<file path="src/hw/rtl/u2d_pkg.sv">
package u2d_pkg;

  localparam int MagWidth   = 64;
  localparam int ScaleWidth = 12;
  localparam int ExpWidth   = 13;
  localparam int MantWidth  = 53;
  localparam int FracBits   = 52;
  localparam int LzcWidth   = 6;

  localparam logic signed [ExpWidth-1:0] ExpOffset = 13'sd1086;
  localparam logic signed [ExpWidth-1:0] ExpMax    = 13'sd2047;
  localparam logic [MagWidth-1:0]        InfBits   = 64'h7ff0_0000_0000_0000;

  typedef struct packed {
    logic [MagWidth-1:0]          mag;
    logic signed [ScaleWidth-1:0] scale;
    logic [LzcWidth-1:0]          lzc;
    logic                         nonzero;
  } lead_t;

  typedef struct packed {
    logic [MantWidth-1:0]       mant;
    logic                       sticky;
    logic signed [ExpWidth-1:0] biased;
    logic                       nonzero;
  } norm_t;

  typedef struct packed {
    logic [MagWidth-1:0] bits;
    logic                inf;
    logic                flush;
  } result_t;

  function automatic logic [LzcWidth-1:0] lead_zeros(input logic [MagWidth-1:0] value);
    logic [MagWidth-1:0] v;
    logic [LzcWidth-1:0] lz;
    v  = value;
    lz = '0;
    if (v[63:32] == 32'd0) begin
      lz[5] = 1'b1;
      v     = {v[31:0], 32'd0};
    end
    if (v[63:48] == 16'd0) begin
      lz[4] = 1'b1;
      v     = {v[47:0], 16'd0};
    end
    if (v[63:56] == 8'd0) begin
      lz[3] = 1'b1;
      v     = {v[55:0], 8'd0};
    end
    if (v[63:60] == 4'd0) begin
      lz[2] = 1'b1;
      v     = {v[59:0], 4'd0};
    end
    if (v[63:62] == 2'd0) begin
      lz[1] = 1'b1;
      v     = {v[61:0], 2'd0};
    end
    if (v[63] == 1'b0) begin
      lz[0] = 1'b1;
    end
    return lz;
  endfunction

endpackage

</file>
<file path="src/hw/rtl/uint64_to_double_scaled.sv">
// Converts an unsigned 64-bit integer times a signed power of two into a
// binary64 pattern (sign always zero). Wide values are rounded towards plus
// infinity; results below the normal range flush to +0 and those above give
// +infinity, each reported on tuser. Three register stages (leading-zero
// count, normalising shift, round and pack): one item per cycle; a stall at
// the output holds all stages.
module uint64_to_double_scaled (
  input  logic        clk,
  input  logic        rst,
  input  logic        s_axis_tvalid,
  output logic        s_axis_tready,
  input  logic [79:0] s_axis_tdata,  // magnitude[63:0], scale_exponent[75:64], zero fill
  output logic        m_axis_tvalid,
  input  logic        m_axis_tready,
  output logic [63:0] m_axis_tdata,  // double_bits[63:0]
  output logic [1:0]  m_axis_tuser   // went_infinite[0], flushed_zero[1]
);

  logic             en;
  logic             lead_valid;
  logic             norm_valid;
  logic             pack_valid;
  u2d_pkg::lead_t   lead_data;
  u2d_pkg::norm_t   norm_data;
  u2d_pkg::result_t pack_data;

  assign en            = !pack_valid || m_axis_tready;
  assign s_axis_tready = en;

  u2d_lead u_lead (
    .clk            (clk),
    .rst            (rst),
    .en             (en),
    .in_valid       (s_axis_tvalid),
    .magnitude      (s_axis_tdata[63:0]),
    .scale_exponent ($signed(s_axis_tdata[75:64])),
    .out_valid      (lead_valid),
    .out_data       (lead_data)
  );

  u2d_norm u_norm (
    .clk       (clk),
    .rst       (rst),
    .en        (en),
    .in_valid  (lead_valid),
    .in_data   (lead_data),
    .out_valid (norm_valid),
    .out_data  (norm_data)
  );

  u2d_pack u_pack (
    .clk       (clk),
    .rst       (rst),
    .en        (en),
    .in_valid  (norm_valid),
    .in_data   (norm_data),
    .out_valid (pack_valid),
    .out_data  (pack_data)
  );

  assign m_axis_tvalid = pack_valid;
  assign m_axis_tdata  = pack_data.bits;
  assign m_axis_tuser  = {pack_data.flush, pack_data.inf};

endmodule

</file>
<file path="src/hw/rtl/u2d_lead.sv">
module u2d_lead (
  input  logic                                   clk,
  input  logic                                   rst,
  input  logic                                   en,
  input  logic                                   in_valid,
  input  logic [u2d_pkg::MagWidth-1:0]           magnitude,
  input  logic signed [u2d_pkg::ScaleWidth-1:0]  scale_exponent,
  output logic                                   out_valid,
  output u2d_pkg::lead_t                         out_data
);

  logic           valid;
  u2d_pkg::lead_t data;

  always_ff @(posedge clk) begin
    if (rst) begin
      valid <= 1'b0;
    end else if (en) begin
      valid <= in_valid;
    end
  end

  always_ff @(posedge clk) begin
    if (en) begin
      data.mag     <= magnitude;
      data.scale   <= scale_exponent;
      data.lzc     <= u2d_pkg::lead_zeros(magnitude);
      data.nonzero <= (magnitude != '0);
    end
  end

  assign out_valid = valid;
  assign out_data  = data;

endmodule

</file>
<file path="src/hw/rtl/u2d_norm.sv">
module u2d_norm (
  input  logic           clk,
  input  logic           rst,
  input  logic           en,
  input  logic           in_valid,
  input  u2d_pkg::lead_t in_data,
  output logic           out_valid,
  output u2d_pkg::norm_t out_data
);

  logic [u2d_pkg::MagWidth-1:0]              shifted;
  logic signed [u2d_pkg::ExpWidth-1:0]       biased_next;
  logic                                      valid;
  u2d_pkg::norm_t                            data;

  // leading one lands on bit 63; low bits beyond the mantissa fold into sticky
  assign shifted     = in_data.mag << in_data.lzc;
  assign biased_next = {in_data.scale[u2d_pkg::ScaleWidth-1], in_data.scale}
                       + u2d_pkg::ExpOffset
                       - $signed({{(u2d_pkg::ExpWidth-u2d_pkg::LzcWidth){1'b0}}, in_data.lzc});

  always_ff @(posedge clk) begin
    if (rst) begin
      valid <= 1'b0;
    end else if (en) begin
      valid <= in_valid;
    end
  end

  always_ff @(posedge clk) begin
    if (en) begin
      data.mant    <= shifted[63:11];
      data.sticky  <= |shifted[10:0];
      data.biased  <= biased_next;
      data.nonzero <= in_data.nonzero;
    end
  end

  assign out_valid = valid;
  assign out_data  = data;

endmodule

</file>
<file path="src/hw/rtl/u2d_pack.sv">
module u2d_pack (
  input  logic             clk,
  input  logic             rst,
  input  logic             en,
  input  logic             in_valid,
  input  u2d_pkg::norm_t   in_data,
  output logic             out_valid,
  output u2d_pkg::result_t out_data
);

  logic [u2d_pkg::MantWidth:0]         rounded;
  logic signed [u2d_pkg::ExpWidth-1:0] biased;
  logic                                valid;
  u2d_pkg::result_t                    data;
  u2d_pkg::result_t                    data_next;

  assign rounded = {1'b0, in_data.mant}
                   + {{u2d_pkg::MantWidth{1'b0}}, in_data.sticky};
  assign biased  = in_data.biased
                   + $signed({{(u2d_pkg::ExpWidth-1){1'b0}}, rounded[u2d_pkg::MantWidth]});

  always_comb begin
    data_next = '0;
    if (in_data.nonzero) begin
      if (biased <= 0) begin
        data_next.flush = 1'b1;
      end else if (biased >= u2d_pkg::ExpMax) begin
        data_next.bits = u2d_pkg::InfBits;
        data_next.inf  = 1'b1;
      end else begin
        data_next.bits = {1'b0, biased[10:0], rounded[u2d_pkg::FracBits-1:0]};
      end
    end
  end

  always_ff @(posedge clk) begin
    if (rst) begin
      valid <= 1'b0;
    end else if (en) begin
      valid <= in_valid;
    end
  end

  always_ff @(posedge clk) begin
    if (en) begin
      data <= data_next;
    end
  end

  assign out_valid = valid;
  assign out_data  = data;

endmodule
</file>
<file path="config.mk">
export PLATFORM = sky130hd
export DESIGN_NAME = uint64_to_double_scaled
export DESIGN_NICKNAME = d
export VERILOG_FILES = /design/src/hw/rtl/u2d_pkg.sv /design/src/hw/rtl/uint64_to_double_scaled.sv /design/src/hw/rtl/u2d_lead.sv /design/src/hw/rtl/u2d_norm.sv /design/src/hw/rtl/u2d_pack.sv
export SDC_FILE = /design/constraint.sdc
export NUM_CORES = 1
export LEC_CHECK = 0
export BUFFER_PORTS_ARGS = -buffer_cell sky130_fd_sc_hd__buf_2
export CELL_PAD_IN_SITES_DETAIL_PLACEMENT = 0
export CELL_PAD_IN_SITES_GLOBAL_PLACEMENT = 1
export CORE_MARGIN = 3
export CORE_UTILIZATION = 47
export DETAILED_ROUTE_END_ITERATION = 12
export GPL_ROUTABILITY_DRIVEN = 1
export PLACE_DENSITY_LB_ADDON = 0.1
export SLEW_MARGIN = 15
export SYNTH_ARGS = -nofsm -noshare
export SYNTH_HDL_FRONTEND = slang
export SYNTH_SLANG_ARGS = --single-unit
export TNS_END_PERCENT = 50
</file>
<file path="constraint.sdc">
create_clock -name clk -period 9 [get_ports clk]
set_input_delay 0.9 -clock clk [delete_from_list [all_inputs] [get_ports clk]]
set_output_delay 0.9 -clock clk [all_outputs]
set_load 0.005 [all_outputs]
</file>
==> results of run 1 <==
==> cell usage in the layout (no fill, tap or decap), types with 36 or more instances in the layout <==
cell type,synthesis,final
mux4_2,58,58
nand2_1,169,169
mux2i_1,43,43
a21oi_1,84,84
xnor2_1,36,36
edfxtp_1,216,216
inv_1,48,48
nor2_1,184,184
o21ai_0,49,49
buf_2,4,146
==> registers in the layout, summed over array words and instances, names as in the netlist <==
signal,flops
u_lead.out_valid,1
u_norm.out_valid,1
u_pack.out_data,65
u_norm.out_data,68
u_lead.out_data,83
u_pack.out_valid,1
==> cell families (layout without fill, tap and decap cells) <==
family | Yosys count | after routing
AO/OA/AOI/OAI | 212 | 212
XOR/XNOR | 63 | 63
adder cells (fa/ha/maj) | 21 | 21
buffers and inverters | 125 | 260
flip-flops | 219 | 219
multiplexers | 112 | 112
other | 1 | 1
AND/OR/NAND/NOR | 492 | 492
==> metrics by stage <==
step	instances	total power, mW
final	1752	3.024
after global routing	1752	3.186
after CTS	1752	3.057
after detailed placement	1705	2.089
after global placement	1705	2.080
after floorplan	1245	1.846
==> worst register-to-register path: stages (launching register included) <==
cell	delay, ns
edfxtp_1	0.32
ha_1	0.18
nand3_1	0.14
nor2_1	0.23
nand3_1	0.31
nor4_1	0.51
nand4_1	0.23
nor2_1	0.38
and3_1	0.26
ha_1	0.21
ha_1	0.24
and4_1	0.29
and3_1	0.21
xnor2_1	0.18
and3_1	0.22
a32oi_1	0.12
o31ai_1	0.29
buf_4	0.23
nand2b_2	0.74
nor2_1	0.19
==> power groups by stage <==
| stage | Clock (mW) | Combinational (mW) | Sequential, mW |
|---|---|---|---|
| 2_1_floorplan | 0 | 0.420 | 1.43 |
| 3_3_place_gp | 0 | 0.646 | 1.43 |
| 3_5_place_dp | 0 | 0.651 | 1.44 |
| 4_1_cts | 0.987 | 0.654 | 1.42 |
| 5_1_grt | 1.02 | 0.723 | 1.44 |
| 6_report | 0.959 | 0.649 | 1.42 |
==> worst paths after layout <==
| kind | from | end | slack, ns | cells after the start |
|---|---|---|---|---|
| max | u_norm.out_data[14]$_DFFE_PP_ | u_pack.out_data[45]$_SDFFCE_PP0P_ | 3.22 | 19 |
| min reg2reg | u_lead.out_data[0]$_DFFE_PP_ | u_norm.out_data[0]$_DFFE_PP_ | 0.42 | 0 |
| min | u_lead.out_data[0]$_DFFE_PP_ | u_norm.out_data[0]$_DFFE_PP_ | 0.42 | 0 |
| max reg2reg | u_norm.out_data[14]$_DFFE_PP_ | u_pack.out_data[45]$_SDFFCE_PP0P_ | 3.22 | 19 |
==> layer usage <==
layer,global-route usage,part of all wire,vias up
met2,0.3354,0.46,333
li1,-,-,4819
met1,0.3007,0.46,4559
met3,0.02935,0.056,58
met4,0.06669,0.030,0
met5,0,0,-
==> layout make-up <==
| class | count | area [um^2] | area share |
|---|---|---|---|
| multi-input combinational | 901 | 6188 | 0.4116 |
| timing repair buffer | 161 | 843.3 | 0.05608 |
| tap | 372 | 465.4 | 0.03095 |
| sequential | 219 | 6546 | 0.4353 |
| clock inverter | 15 | 103.9 | 0.006906 |
| clock buffer | 32 | 694.4 | 0.04618 |
| inverter | 52 | 195.2 | 0.01298 |
==> results.ini, run 1 <==
[status]
status=finished, final reports clean

[pwr]
p_seq_frac=0.468
switchingPower_mw=0.8655
power_frac_comb=0.215
vdd_drop_max_mv=0.1539
intPower_mw=2.158
swShare=0.2863
leakagePower_nw=6.009
p_per_area_mw_per_mm2=201.1
clockPowerShare=0.317

[floorplanning]
die_x_um=173.7
initial_core_util=0.4836
io_pins=152
die_h_um=173.7
dieArea_mm2=0.03016
core_area_mm2=0.02733
rows=60

[timing]
fin_ws_ns=3.222
hold_viol=0
fmax_mhz=173.1
rsz0062_at_grt=false
tns_ns=0
slew_viol_final=0
hold_ws_ns=0.4214
min_period_ns=5.778
skew_ns=0.009481
fin_crit_sh=0.6420
setup-violations-final=0
slew_headroom=0.3127
worst_pin_slew_ns=1.031

[placement]
gp_congestion=0.9348
postPlaceCellArea_mm2=0.01424
dpl.hpwl_um=24710
port_buffers=146
place_ws_ns=3.112

[worst_setup_path]
cp_num_buf_inv=1
critPathMaxStageDelay_ns=0.74
crit_fanout=52
start_kind=flop
arrival_ns=6.01
critPathSlowestCell=nand2b_2
path_delay_family=simple AND/OR/NAND/NOR gates
critPathRequiredTime_ns=9.24
critPathCaptureType=flop
path_cells=ha_1, nand3_1, nor2_1, nand3_1, nor4_1, nand4_1, nor2_1, and3_1, ha_1, ha_1, and4_1, and3_1, xnor2_1, and3_1, a32oi_1, o31ai_1, buf_4, nand2b_2, nor2_1
critical_path_class=flop to flop

[routing]
drt_iter0_markers=715
vias_per_cell=5.576
drc=0
vias=9769
totalWireLength_um=32360
firstDrtPassIters=5
wl_per_cell_um=18.47
ant_nets=0

[global_route]
grt_pass1_wl_um=50880
track_usage=0.2104
grt_max_degree=87
first_global_vias=9310
antenna_found_initial=0
grt_remaining_overflow=0

[yosys]
synthAdderAreaFrac=0.02045
syn_avg_cell_area_um2=10.61
syn_inst=1245
synth_nets=1350
yosys.area.top_type=edfxtp_1
syn_area_mm2=0.01321
synth.distinct_cells=71
synth_most_common_cell=edfxtp_1
synth_top_family_by_area=simple AND/OR/NAND/NOR gates
synth-main-ff-cell=edfxtp_1
synth.top_cells.by_area=edfxtp_1 49%, mux4_2 9.9%, nor2_1 5.2%
synth_edf_count=216
synthMuxAreaShare=0.1408
ys_warn_count=0
synth-seq-cells=219
yosys.area_share.simple=0.1667
synth_top_area_share=0.4909
synth_commonest_cells=216 x edfxtp_1, 184 x nor2_1, 169 x nand2_1, 84 x a21oi_1, 58 x mux4_2
yosysSeqAreaShare=0.4954
async_flop_share=0
synth_compound_area_frac=0.09753
synth_xor_xnor_area_share=0.04176

[clock_tree]
clk_path_buf_depth=3
cts.root.buffer_cell=clkbuf_16
clk_pin_slew_ns=0.06
ctsResizeCount=0
cts_tree=built
htreeDepth=1
hold_buffers=0
cts_made_buffers=26
numClockSinks=219
cts_setup_buffers=0
insertion_delay_ns=0.53

[final_layout]
syn2layout_area_growth_pct=13.80
final_util=0.5503
fill_cells=2550
design_area_mm2=0.01504
drive_gt1_frac=0.2087
finalNetCount=1466
diodes=0

[flow_run]
drv_cap=0

[worst_hold_path]
hp-class=flop to flop

Note: power is estimated with default switching activity, not from simulation.
==> inputs of run 2 (changes only) <==
--- a/config.mk
+++ b/config.mk
@@ -9,7 +9,7 @@
 export CELL_PAD_IN_SITES_DETAIL_PLACEMENT = 0
 export CELL_PAD_IN_SITES_GLOBAL_PLACEMENT = 1
 export CORE_MARGIN = 3
-export CORE_UTILIZATION = 47
+export CORE_UTILIZATION = 42
 export DETAILED_ROUTE_END_ITERATION = 12
 export GPL_ROUTABILITY_DRIVEN = 1
 export PLACE_DENSITY_LB_ADDON = 0.1
==> constraint.sdc (replaced) <==
create_clock -name clk -period 5.3 [get_ports clk]
set_input_delay 0.53 -clock clk [delete_from_list [all_inputs] [get_ports clk]]
set_output_delay 0.53 -clock clk [all_outputs]
set_load 0.005 [all_outputs]
==> results.ini, run 2 (same netlist as run 1, synthesis figures left out) <==
[final_layout]
syn2layout_area_growth_pct=14.34
design_area_mm2=0.01511
diodes=0
largest_reg_flops=83
mostFrequentLayoutCells=216 x edfxtp_1, 184 x nor2_1, 169 x nand2_1
fill_cells=2896
finalNetCount=1467
fin_cells=1776
final_util=0.4901
final_common_cell=edfxtp_1
drive_gt1_frac=0.2058

[worst_setup_path]
crit_fanout=52
start_kind=flop
ff2ff_path_depth=19
arrival_ns=5.07
critPathRequiredTime_ns=5.56
critical_path_class=flop to flop
critPathCaptureType=flop

[clock_tree]
insertion_delay_ns=0.52
cts.root.buffer_cell=clkbuf_16
cts_made_buffers=25
clk_pin_slew_ns=0.06
ctsResizeCount=0
cts_tree=built
hold_buffers=0
htreeDepth=1
numClockSinks=219
clk_path_buf_depth=3
cts_setup_buffers=0

[timing]
min_period_ns=4.812
worst_pin_slew_ns=1.013
skew_ns=0.01380
setup-violations-final=0
fmax_mhz=207.8
fin_crit_sh=0.9079
slew_viol_final=0
fin_ws_ns=0.4882
hold_viol=0
tns_ns=0
slew_headroom=0.3236
rsz0062_at_grt=false

[floorplanning]
die_h_um=183.4
initial_core_util=0.4286
dieArea_mm2=0.03363
die_x_um=183.4
core_area_mm2=0.03083
rows=64
io_pins=152

[placement]
port_buffers=146
place_ws_ns=0.4769
numPlacedInstances=1731
postPlaceCellArea_mm2=0.01431
dpl.hpwl_um=25680
gp_congestion=0.9101

[routing]
drc=0
firstDrtPassIters=5
vias=9763
vias_per_cell=5.497
drt_iter0_markers=756
ant_nets=0
totalWireLength_um=33610
wl_per_cell_um=18.92

[pwr]
vdd_drop_max_mv=0.2418
leakagePower_nw=6.024
p_per_area_mw_per_mm2=344.4

[worst_hold_path]
hold_depth=1
hp-class=input pin to flop

[global_route]
grt_max_degree=111
antenna_found_initial=0
grt_remaining_overflow=0
grt_pass1_wl_um=52460
track_usage=0.1975
first_global_vias=9354

[status]
status=finished, final reports clean

[flow_run]
drv_cap=0

==> run 2: cell types whose count changed in the layout (fill, tap and decap cells not counted), sizes merged <==
cell / before / now
inv: 56 / 52
bufinv: 0 / 3
buf: 161 / 163
clkinv: 8 / 7
==> run 2: worst paths after layout <==
kind | startpoint | to | slack, ns
worst max-delay path | u_norm.out_data[26]$_SDFFCE_PP0P_ | u_pack.out_data[36]$_SDFFCE_PP0P_ | 0.49
worst min-delay path | s_axis_tdata[73] | u_lead.out_data[16]$_DFFE_PP_ | 0.19
worst max register to register | u_norm.out_data[26]$_SDFFCE_PP0P_ | u_pack.out_data[36]$_SDFFCE_PP0P_ | 0.49
worst min register to register | u_lead.out_data[0]$_DFFE_PP_ | u_norm.out_data[0]$_DFFE_PP_ | 0.44
==> run 2: where the power goes <==
part,switching (mW),internal [mW]
combinational,0.623,0.490
clock,0.667,1.01
sequential,0.170,2.24
total,1.46,3.74
==> run 2: worst max-delay path: stages (launching register included) <==
cell      delay, ns
edfxtp_1       0.42
and4_1         0.27
and4_1         0.32
nand4_1        0.14
nor4_1         0.39
nand4_1        0.22
nor2_1         0.16
buf_4          0.15
and3_1         0.18
ha_1           0.19
ha_1           0.24
and4_1         0.29
and3_1         0.21
xnor2_1        0.17
and3_1         0.22
a32oi_1        0.12
o31ai_1        0.32
nand2b_2       0.20
buf_12         0.21
nor2_1         0.08
==> run 2: metrics by stage <==
| stage | hold WS (ns) | power, mW |
|---|---|---|
| 2_1_floorplan | 0.4003 | 3.130 |
| 3_3_place_gp | 0.4060 | 3.555 |
| 3_5_place_dp | 0.4354 | 3.568 |
| 4_1_cts | 0.1660 | 5.262 |
| 5_1_grt | 0.1665 | 5.491 |
| 6_report | 0.1860 | 5.204 |
==> run 2: area by class of cell <==
| class | instances | area, um^2 | share of cell area |
|---|---|---|---|
| Multi-Input combinational cell | 901 | 6188 | 0.4096 |
| Tap cell | 396 | 495.5 | 0.03280 |
| Clock inverter | 13 | 147.6 | 0.009772 |
| Inverter | 52 | 195.2 | 0.01292 |
| Sequential cell | 219 | 6546 | 0.4333 |
| Clock buffer | 32 | 651.9 | 0.04315 |
| Timing Repair Buffer | 163 | 883.3 | 0.05847 |
==> run 2: per-layer routing <==
layer	vias up	track usage	routed length, um
li1	4816	-	-
met1	4580	0.2895	15720
met2	306	0.3117	15180
met3	61	0.02301	1617
met4	0	0.05941	1087
met5	-	0	0
